[src/design/alm_pkg.sv]
`default_nettype none

package alm_pkg;

  localparam int SLOTS      = 64;
  localparam int SLOT_BITS  = $clog2(SLOTS);
  localparam int VALUE_BITS = 32;
  localparam int STEP_BITS  = 5;

  typedef logic [SLOT_BITS-1:0]         slot_t;
  typedef logic signed [VALUE_BITS-1:0] value_t;
  typedef logic [STEP_BITS-1:0]         step_t;

  localparam logic [1:0] KIND_BEFORE = 2'd0;
  localparam logic [1:0] KIND_AFTER  = 2'd1;
  localparam logic [1:0] KIND_REMOVE = 2'd2;
  localparam logic [1:0] KIND_FIND   = 2'd3;

  localparam logic [1:0] ST_OK       = 2'd0;
  localparam logic [1:0] ST_NOTFOUND = 2'd1;
  localparam logic [1:0] ST_FULL     = 2'd2;
  localparam logic [1:0] ST_EMPTY    = 2'd3;

  localparam step_t S_IDLE       = 5'd0;
  localparam step_t S_INS        = 5'd1;
  localparam step_t S_INS_HEAD   = 5'd2;
  localparam step_t S_INS_RDF0   = 5'd3;
  localparam step_t S_INS_TAKE0  = 5'd4;
  localparam step_t S_INS_RDH    = 5'd5;
  localparam step_t S_INS_WALK   = 5'd6;
  localparam step_t S_INS_RDF    = 5'd7;
  localparam step_t S_INS_TB     = 5'd8;
  localparam step_t S_INS_LP     = 5'd9;
  localparam step_t S_INS_TA     = 5'd10;
  localparam step_t S_INS_LC     = 5'd11;
  localparam step_t S_REM        = 5'd12;
  localparam step_t S_REM_RDH    = 5'd13;
  localparam step_t S_REM_WALK   = 5'd14;
  localparam step_t S_REM_UNL    = 5'd15;
  localparam step_t S_REM_FREE   = 5'd16;
  localparam step_t S_FND        = 5'd17;
  localparam step_t S_FND_RDH    = 5'd18;
  localparam step_t S_FND_WALK   = 5'd19;
  localparam step_t S_FND_HIT    = 5'd20;
  localparam step_t S_DONE_OK    = 5'd21;
  localparam step_t S_DONE_NF    = 5'd22;
  localparam step_t S_DONE_FULL  = 5'd23;
  localparam step_t S_DONE_EMPTY = 5'd24;

  typedef enum logic [3:0] {
    UOP_NOP,
    UOP_RD_HEAD,
    UOP_WALK,
    UOP_RD_FREE,
    UOP_TAKE_EMPTY,
    UOP_TAKE_BEFORE,
    UOP_TAKE_AFTER,
    UOP_LINK_PREV,
    UOP_LINK_CUR,
    UOP_UNLINK,
    UOP_FREE_CUR,
    UOP_FOUND,
    UOP_DONE
  } uop_e;

  typedef enum logic [2:0] {
    COND_ALWAYS,
    COND_ACCEPT,
    COND_FREE_ZERO,
    COND_HEAD_ZERO,
    COND_KIND_AFTER,
    COND_WALK,
    COND_OUT_FREE
  } cond_e;

  typedef struct packed {
    uop_e       uop;
    cond_e      cond;
    step_t      jmp_yes;
    step_t      jmp_no;
    logic [1:0] status;
  } ucode_t;

  typedef struct packed {
    logic   rd_en;
    slot_t  rd_addr;
    logic   lk_we;
    logic   val_we;
    slot_t  wr_addr;
    slot_t  wr_link;
    value_t wr_val;
  } mem_req_t;

  typedef struct packed {
    slot_t  link;
    value_t val;
  } mem_rsp_t;

  function automatic ucode_t alm_ucode(input step_t step);
    ucode_t uc;
    unique case (step)
      S_IDLE:       uc = '{UOP_NOP, COND_ACCEPT, S_IDLE, S_IDLE, ST_OK};
      S_INS:        uc = '{UOP_NOP, COND_FREE_ZERO, S_DONE_FULL, S_INS_HEAD, ST_OK};
      S_INS_HEAD:   uc = '{UOP_NOP, COND_HEAD_ZERO, S_INS_RDF0, S_INS_RDH, ST_OK};
      S_INS_RDF0:   uc = '{UOP_RD_FREE, COND_ALWAYS, S_INS_TAKE0, S_INS_TAKE0, ST_OK};
      S_INS_TAKE0:  uc = '{UOP_TAKE_EMPTY, COND_ALWAYS, S_DONE_OK, S_DONE_OK, ST_OK};
      S_INS_RDH:    uc = '{UOP_RD_HEAD, COND_ALWAYS, S_INS_WALK, S_INS_WALK, ST_OK};
      S_INS_WALK:   uc = '{UOP_WALK, COND_WALK, S_INS_RDF, S_DONE_NF, ST_OK};
      S_INS_RDF:    uc = '{UOP_RD_FREE, COND_KIND_AFTER, S_INS_TA, S_INS_TB, ST_OK};
      S_INS_TB:     uc = '{UOP_TAKE_BEFORE, COND_ALWAYS, S_INS_LP, S_INS_LP, ST_OK};
      S_INS_LP:     uc = '{UOP_LINK_PREV, COND_ALWAYS, S_DONE_OK, S_DONE_OK, ST_OK};
      S_INS_TA:     uc = '{UOP_TAKE_AFTER, COND_ALWAYS, S_INS_LC, S_INS_LC, ST_OK};
      S_INS_LC:     uc = '{UOP_LINK_CUR, COND_ALWAYS, S_DONE_OK, S_DONE_OK, ST_OK};
      S_REM:        uc = '{UOP_NOP, COND_HEAD_ZERO, S_DONE_EMPTY, S_REM_RDH, ST_OK};
      S_REM_RDH:    uc = '{UOP_RD_HEAD, COND_ALWAYS, S_REM_WALK, S_REM_WALK, ST_OK};
      S_REM_WALK:   uc = '{UOP_WALK, COND_WALK, S_REM_UNL, S_DONE_NF, ST_OK};
      S_REM_UNL:    uc = '{UOP_UNLINK, COND_ALWAYS, S_REM_FREE, S_REM_FREE, ST_OK};
      S_REM_FREE:   uc = '{UOP_FREE_CUR, COND_ALWAYS, S_DONE_OK, S_DONE_OK, ST_OK};
      S_FND:        uc = '{UOP_NOP, COND_HEAD_ZERO, S_DONE_NF, S_FND_RDH, ST_OK};
      S_FND_RDH:    uc = '{UOP_RD_HEAD, COND_ALWAYS, S_FND_WALK, S_FND_WALK, ST_OK};
      S_FND_WALK:   uc = '{UOP_WALK, COND_WALK, S_FND_HIT, S_DONE_NF, ST_OK};
      S_FND_HIT:    uc = '{UOP_FOUND, COND_ALWAYS, S_DONE_OK, S_DONE_OK, ST_OK};
      S_DONE_OK:    uc = '{UOP_DONE, COND_OUT_FREE, S_IDLE, S_IDLE, ST_OK};
      S_DONE_NF:    uc = '{UOP_DONE, COND_OUT_FREE, S_IDLE, S_IDLE, ST_NOTFOUND};
      S_DONE_FULL:  uc = '{UOP_DONE, COND_OUT_FREE, S_IDLE, S_IDLE, ST_FULL};
      S_DONE_EMPTY: uc = '{UOP_DONE, COND_OUT_FREE, S_IDLE, S_IDLE, ST_EMPTY};
      default:      uc = '{UOP_NOP, COND_ALWAYS, S_IDLE, S_IDLE, ST_OK};
    endcase
    return uc;
  endfunction

  function automatic step_t alm_dispatch(input logic [1:0] kind);
    step_t s;
    unique case (kind) inside
      KIND_BEFORE, KIND_AFTER: s = S_INS;
      KIND_REMOVE:             s = S_REM;
      default:                 s = S_FND;
    endcase
    return s;
  endfunction

endpackage

`default_nettype wire

[src/design/alm_node_store.sv]
`default_nettype none

module alm_node_store (
  input  logic               clk_i,
  input  logic               rst_ni,
  input  alm_pkg::mem_req_t  req_i,
  output alm_pkg::mem_rsp_t  rsp_o
);
  import alm_pkg::*;

  slot_t            link_mem [SLOTS];
  value_t           val_mem  [SLOTS];
  logic [SLOTS-1:0] lk_vld_q;
  slot_t            rd_link_q;
  value_t           rd_val_q;
  slot_t            rd_addr_q;
  logic             rd_vld_q;
  slot_t            dflt_link;

  always_ff @(posedge clk_i or negedge rst_ni) begin
    if (!rst_ni) begin
      lk_vld_q <= '0;
    end else if (req_i.lk_we) begin
      lk_vld_q[req_i.wr_addr] <= 1'b1;
    end
  end

  always_ff @(posedge clk_i) begin
    if (req_i.lk_we) begin
      link_mem[req_i.wr_addr] <= req_i.wr_link;
    end
    if (req_i.val_we) begin
      val_mem[req_i.wr_addr] <= req_i.wr_val;
    end
    if (req_i.rd_en) begin
      rd_link_q <= link_mem[req_i.rd_addr];
      rd_val_q  <= val_mem[req_i.rd_addr];
      rd_addr_q <= req_i.rd_addr;
      rd_vld_q  <= lk_vld_q[req_i.rd_addr];
    end
  end

  // A link that was never written still holds its place in the initial free chain.
  always_comb begin
    if (rd_addr_q == '0 || rd_addr_q == slot_t'(SLOTS - 1)) begin
      dflt_link = '0;
    end else begin
      dflt_link = rd_addr_q + slot_t'(1);
    end
  end

  assign rsp_o.link = rd_vld_q ? rd_link_q : dflt_link;
  assign rsp_o.val  = rd_val_q;

endmodule

`default_nettype wire

[src/design/array_linked_list_manager.sv]
`default_nettype none

// Channel   Handshake                 Payload
// command   in_valid_i / in_ready_o   kind_i, key_value_i, new_value_i
// result    out_valid_o / out_ready_i status_o, slot_o, is_empty_o, is_full_o
//
// From acceptance to result a command runs through the microcode steps of its kind, the walk
// visiting list nodes in turn, and the sequencer returns to idle before the next command is taken.
// The walk reads one node per cycle from the link and value memories.
// Reset empties the list and chains every slot but the null slot 0 into the free list at once.
// A new command is taken only when the sequencer is idle; a result waiting in the
// output register stalls the sequencer only at its final step.

module array_linked_list_manager (
  input  logic                                clk_i,
  input  logic                                rst_ni,
  input  logic                                in_valid_i,
  output logic                                in_ready_o,
  input  logic [1:0]                          kind_i,
  input  logic signed [alm_pkg::VALUE_BITS-1:0] key_value_i,
  input  logic signed [alm_pkg::VALUE_BITS-1:0] new_value_i,
  output logic                                out_valid_o,
  input  logic                                out_ready_i,
  output logic [1:0]                          status_o,
  output logic [alm_pkg::SLOT_BITS-1:0]       slot_o,
  output logic                                is_empty_o,
  output logic                                is_full_o
);
  import alm_pkg::*;

  step_t      step_q, step_d;
  ucode_t     uw;
  mem_req_t   mreq;
  mem_rsp_t   mrsp;
  logic       match;
  logic       out_free;

  logic [1:0] kind_q, kind_d;
  value_t     key_q, key_d;
  value_t     nv_q, nv_d;
  slot_t      cur_q, cur_d;
  slot_t      prev_q, prev_d;
  slot_t      next_q, next_d;
  slot_t      slot_q, slot_d;
  slot_t      head_q, head_d;
  slot_t      free_q, free_d;

  logic       out_valid_q, out_valid_d;
  logic [1:0] out_status_q, out_status_d;
  slot_t      out_slot_q, out_slot_d;
  logic       out_empty_q, out_empty_d;
  logic       out_full_q, out_full_d;

  alm_node_store u_store (
    .clk_i  (clk_i),
    .rst_ni (rst_ni),
    .req_i  (mreq),
    .rsp_o  (mrsp)
  );

  assign uw         = alm_ucode(step_q);
  assign match      = (mrsp.val == key_q);
  assign out_free   = !out_valid_q || out_ready_i;
  assign in_ready_o = (step_q == S_IDLE);

  always_comb begin
    kind_d       = kind_q;
    key_d        = key_q;
    nv_d         = nv_q;
    cur_d        = cur_q;
    prev_d       = prev_q;
    next_d       = next_q;
    slot_d       = slot_q;
    head_d       = head_q;
    free_d       = free_q;
    out_valid_d  = out_valid_q && !out_ready_i;
    out_status_d = out_status_q;
    out_slot_d   = out_slot_q;
    out_empty_d  = out_empty_q;
    out_full_d   = out_full_q;
    mreq         = '0;

    if (in_valid_i && in_ready_o) begin
      kind_d = kind_i;
      key_d  = key_value_i;
      nv_d   = new_value_i;
    end

    unique case (uw.uop)
      UOP_RD_HEAD: begin
        mreq.rd_en   = 1'b1;
        mreq.rd_addr = head_q;
        cur_d        = head_q;
        prev_d       = '0;
      end
      UOP_WALK: begin
        if (match) begin
          next_d = mrsp.link;
        end else if (mrsp.link != '0) begin
          prev_d       = cur_q;
          cur_d        = mrsp.link;
          mreq.rd_en   = 1'b1;
          mreq.rd_addr = mrsp.link;
        end
      end
      UOP_RD_FREE: begin
        mreq.rd_en   = 1'b1;
        mreq.rd_addr = free_q;
      end
      UOP_TAKE_EMPTY, UOP_TAKE_BEFORE, UOP_TAKE_AFTER: begin
        slot_d       = free_q;
        free_d       = mrsp.link;
        mreq.lk_we   = 1'b1;
        mreq.val_we  = 1'b1;
        mreq.wr_addr = free_q;
        mreq.wr_val  = nv_q;
        if (uw.uop == UOP_TAKE_EMPTY) begin
          mreq.wr_link = '0;
          head_d       = free_q;
        end else if (uw.uop == UOP_TAKE_BEFORE) begin
          mreq.wr_link = cur_q;
        end else begin
          mreq.wr_link = next_q;
        end
      end
      UOP_LINK_PREV: begin
        if (prev_q != '0) begin
          mreq.lk_we   = 1'b1;
          mreq.wr_addr = prev_q;
          mreq.wr_link = slot_q;
        end else begin
          head_d = slot_q;
        end
      end
      UOP_LINK_CUR: begin
        mreq.lk_we   = 1'b1;
        mreq.wr_addr = cur_q;
        mreq.wr_link = slot_q;
      end
      UOP_UNLINK: begin
        if (prev_q != '0) begin
          mreq.lk_we   = 1'b1;
          mreq.wr_addr = prev_q;
          mreq.wr_link = next_q;
        end else begin
          head_d = next_q;
        end
      end
      UOP_FREE_CUR: begin
        mreq.lk_we   = 1'b1;
        mreq.wr_addr = cur_q;
        mreq.wr_link = free_q;
        free_d       = cur_q;
        slot_d       = cur_q;
      end
      UOP_FOUND: begin
        slot_d = cur_q;
      end
      UOP_DONE: begin
        if (out_free) begin
          out_valid_d  = 1'b1;
          out_status_d = uw.status;
          out_slot_d   = (uw.status == ST_OK) ? slot_q : '0;
          out_empty_d  = (head_q == '0);
          out_full_d   = (free_q == '0);
        end
      end
      default: begin
      end
    endcase
  end

  always_comb begin
    step_d = step_q;
    unique case (uw.cond)
      COND_ALWAYS:     step_d = uw.jmp_yes;
      COND_ACCEPT:     step_d = in_valid_i ? alm_dispatch(kind_i) : step_q;
      COND_FREE_ZERO:  step_d = (free_q == '0) ? uw.jmp_yes : uw.jmp_no;
      COND_HEAD_ZERO:  step_d = (head_q == '0) ? uw.jmp_yes : uw.jmp_no;
      COND_KIND_AFTER: step_d = (kind_q == KIND_AFTER) ? uw.jmp_yes : uw.jmp_no;
      COND_WALK: begin
        if (match) begin
          step_d = uw.jmp_yes;
        end else if (mrsp.link == '0) begin
          step_d = uw.jmp_no;
        end
      end
      COND_OUT_FREE:   step_d = out_free ? uw.jmp_yes : step_q;
      default:         step_d = S_IDLE;
    endcase
  end

  always_ff @(posedge clk_i or negedge rst_ni) begin
    if (!rst_ni) begin
      step_q      <= S_IDLE;
      head_q      <= '0;
      free_q      <= slot_t'(1);
      out_valid_q <= 1'b0;
    end else begin
      step_q      <= step_d;
      head_q      <= head_d;
      free_q      <= free_d;
      out_valid_q <= out_valid_d;
    end
  end

  always_ff @(posedge clk_i) begin
    kind_q       <= kind_d;
    key_q        <= key_d;
    nv_q         <= nv_d;
    cur_q        <= cur_d;
    prev_q       <= prev_d;
    next_q       <= next_d;
    slot_q       <= slot_d;
    out_status_q <= out_status_d;
    out_slot_q   <= out_slot_d;
    out_empty_q  <= out_empty_d;
    out_full_q   <= out_full_d;
  end

  assign out_valid_o = out_valid_q;
  assign status_o    = out_status_q;
  assign slot_o      = out_slot_q;
  assign is_empty_o  = out_empty_q;
  assign is_full_o   = out_full_q;

  a_busy_after_accept: assert property (@(posedge clk_i) disable iff (!rst_ni)
    (in_valid_i && in_ready_o) |=> !in_ready_o)
    else $error("sequencer still ready after taking a command");

  a_no_null_read: assert property (@(posedge clk_i) disable iff (!rst_ni)
    mreq.rd_en |-> (mreq.rd_addr != '0))
    else $error("read issued at the null slot");

  a_fail_no_slot: assert property (@(posedge clk_i) disable iff (!rst_ni)
    (out_valid_o && (status_o != ST_OK)) |-> (slot_o == '0))
    else $error("failed command reports a slot");

  a_not_empty_and_full: assert property (@(posedge clk_i) disable iff (!rst_ni)
    out_valid_o |-> !(is_empty_o && is_full_o))
    else $error("list reported empty and full at once");

endmodule

`default_nettype wire
[config.mk]
export PLATFORM = sky130hd
export DESIGN_NAME = array_linked_list_manager
export DESIGN_NICKNAME = d
export VERILOG_FILES = /design/src/design/alm_pkg.sv /design/src/design/alm_node_store.sv /design/src/design/array_linked_list_manager.sv
export SDC_FILE = /design/constraint.sdc
export NUM_CORES = 2
export LEC_CHECK = 0
export ABC_AREA = 1
export BUFFER_PORTS_ARGS = -buffer_cell sky130_fd_sc_hd__buf_2
export CAP_MARGIN = 25
export CORE_MARGIN = 8
export CORE_UTILIZATION = 30
export CTS_CLUSTER_SIZE = 28
export DETAILED_ROUTE_END_ITERATION = 10
export GPL_ROUTABILITY_DRIVEN = 0
export PLACE_DENSITY = 0.44
export SYNTH_ARGS = -nofsm -noshare
export SYNTH_HDL_FRONTEND = slang
export SYNTH_HIERARCHICAL = 1
export SYNTH_SLANG_ARGS = --single-unit
[constraint.sdc]
create_clock -name clk_i -period 8.17 [get_ports clk_i]
set_input_delay 0 -clock clk_i [delete_from_list [all_inputs] [get_ports clk_i]]
set_output_delay 0 -clock clk_i [all_outputs]
set_load 0.1 [all_outputs]
==> impl_metrics.ini <==
[place]
place.detailed.hpwl_um = 205600
port_buffers = 81
post-place-cells = 13880

[timing]
finalCriticalPeriod_ps = 6213
slew_violations = 0
worst_pin_slew_ps = 1192
maxSlewHeadroom = 0.2055
fmax_ghz = 0.1610
rsz0062_at_grt = no
setup_viol = 0
skew_ps = 56.56
fin_crit_sh = 0.7605
fin_tns_setup_ps = 0
final-hold-violation-count = 0

[worst_setup_path]
max_stage_delay_ps = 920
rr_worst_depth = 21
critical-path-top-delay-family = simple AND/OR/NAND/NOR gates
cp_cell_sequence = inv_1 -> ha_1 -> inv_1 -> nand2_1 -> nand2_1 -> o21ai_4 -> inv_1 -> nor2_2 -> nand2_2 -> inv_1 -> nand2_1 -> o221ai_4 -> buf_4 -> buf_12 -> nand3_1 -> nand3_1 -> nand3_1 -> nand3_1 -> nand2_1 -> nand2_1 -> nand2_1
endpoint_kind = flip-flop
criticalPathCategory = reg2reg
cp_slowest_cell = o221ai_4
arrival_ps = 6830
critPathBufInv = 6
cp_num_cells = 21
cp_common_cell = nand2_1
r2r-end = u_store/rd_val_q[16]
worstReg2RegStart = step_q[0]
ff2ff_setup_slack_ps = 1960
start_kind = flip-flop
critPathRequiredTime_ps = 8780
critPathMaxFanout = 120

[route]
routedWlPerCell_um = 25.65
post_drt_via_cell_ratio = 5.078
first_iter_violations = 8013
ant_nets = 0
first_pass_iters = 6
wl_um = 372800
vias = 73800
drcViolationCount = 0

[run]
max-cap-violations = 0

[cells_and_area]
drive_gt1_frac = 0.08991
num-nets-final = 9592
instances_no_fill = 14530
layout.cells.most_common_list = nand2_1, edfxtp_1, nand3_1
syn2layout_area_growth_pct = 15.27
layout_commonest_cell = nand2_1

[global_routing]
grt_pass1_wl_um = 529800
grt_max_degree = 169
grtUsageTotal = 0.1874
first_global_vias = 70720
antenna_found_initial = 18
grt-ovfl-total = 0

[synthesis]
ys_types = 42
ys_seq_elements = 2659
synth_area_sq_um = 109400
syn-num-nets = 9432
avgSynthCellArea_sq_um = 11.70
seq_area_frac_synth = 0.7261
syn_inst = 9354
yosys_warnings = 6

[clocking]
cts_hold_buf = 137
cts_resized = 0
clock_latency_ps = 880
cts_buffers = 294
postCtsSetupBuffers = 0
clk_path_buf_depth = 4
clkTransAtPathRegs_ps = 60
htreeDepth = 5
cts_tree = yes
clock-root-buffer = clkbuf_16
cts.sinks = 2659

[die]
die_w_um = 619.9
fp.dieArea_sq_um = 384200
start_util = 0.3016
core_sq_um = 362800
ios = 82
fp.dieH_um = 619.9
rows = 221

[min_path]
min_path_type = in2reg
hp-start = out_ready_i
min_path_cells = 5
hold_end = out_valid_o

[status]
status = finished clean
==> registers in the layout (all words and copies together), names as in the netlist, 32 cells and up <==
register	cells
key_q	32
nv_q	32
u_store/link_mem	384
u_store/lk_vld_q	64
u_store/rd_val_q	32
u_store/val_mem	2048
==> layout make-up <==
| class | count | area (sq um) |
|---|---|---|
| fillers | 35570 | 236700 |
| flip-flops and latches | 2659 | 79440 |
| multi-input cells | 5970 | 27050 |
| clock buffers | 375 | 8016 |
| well taps | 4794 | 5998 |
| repair buffers | 439 | 3821 |
| clock inverters | 139 | 1155 |
| inverters | 150 | 611.8 |
| diodes | 8 | 20.02 |
==> worst min-delay path, delay by kind of cell <==
family / cells / cell delay, ps
buffers and inverters: 3 / 690
AND/OR/NAND/NOR: 2 / 190
==> worst max-delay path by stage <==
stage                    from              endpoint  slack (ps)
global placement    step_q[0]  u_store/rd_val_q[16]        2090
finish              step_q[0]  u_store/rd_val_q[16]        1960
detailed placement  step_q[0]  u_store/rd_val_q[16]        2070
global route        step_q[0]  u_store/rd_val_q[10]        1820
CTS                 step_q[0]  u_store/rd_val_q[16]        2080
floorplan           step_q[0]              key_q[0]        2160
==> routing by layer <==
metal,GRT usage,part of all wire,vias up
met5,0,0.000021,-
met4,0.05238,0.029,2
met3,0.02457,0.065,526
met2,0.3029,0.46,2693
met1,0.2647,0.44,37380
li1,-,-,33200
==> cell usage after synthesis <==
cell | n | area, sq um
nand2_1 | 3115 | 11690
edfxtp_1 | 2577 | 77380
nand3_1 | 2368 | 11850
buf_2 | 303 | 1516
nor2_1 | 256 | 960.9
inv_1 | 133 | 499.2
clkbuf_1 | 102 | 382.9
dfrtp_1 | 81 | 2027
buf_6 | 68 | 765.7
or2_1 | 63 | 394.1
buf_1 | 58 | 217.7
buf_4 | 43 | 322.8
o21ai_0 | 35 | 175.2
xnor2_1 | 21 | 183.9
o221ai_1 | 17 | 148.9
nor3_2 | 14 | 140.1
inv_2 | 13 | 48.80
a21oi_1 | 10 | 50.05
nand2_2 | 9 | 56.30
ha_1 | 8 | 100.1
o211ai_1 | 6 | 45.04
o21bai_1 | 6 | 45.04
nor3_1 | 5 | 25.02
o21ai_1 | 5 | 25.02
o21ai_2 | 5 | 43.79
nand4_1 | 4 | 25.02
nor2_2 | 4 | 25.02
nand3b_1 | 3 | 22.52
a31oi_1 | 2 | 12.51
clkinv_1 | 2 | 7.510
inv_4 | 2 | 12.51
nor2_4 | 2 | 22.52
nor2_8 | 2 | 40.04
o22ai_1 | 2 | 12.51
or2_2 | 2 | 12.51
xor2_1 | 2 | 17.52
a21oi_2 | 1 | 8.760
a311o_1 | 1 | 10.01
buf_12 | 1 | 20.02
dfstp_2 | 1 | 26.28
nor4_1 | 1 | 6.260
o21ai_4 | 1 | 16.27
==> metrics by stage <==
stage	hold slack (ps)	area (sq um)	utilization	setup WS, ps
after floorplan	-295.6	109400	-	2157
after detailed placement	83.38	115500	0.3184	2067
after CTS	9.526	126100	0.3476	2078
final	61.82	126100	0.3476	1957
after global placement	73.30	115500	0.3183	2091
after global routing	89.52	126100	0.3476	1819
==> cell families after synthesis <==
| family | Yosys count | synth area share |
|---|---|---|
| DFF | 2659 | 0.7261 |
| xor gates and xnor gates | 23 | 0.001841 |
| adders and majority gates | 8 | 0.0009150 |
| and+or+nand+nor | 5848 | 0.2310 |
| buffers and inverters | 725 | 0.03468 |
| AOI/OAI and AO/OA | 91 | 0.005421 |
Power is not shown: default switching activity piles up to over one toggle a cycle in this logic, so the estimate is an artifact.
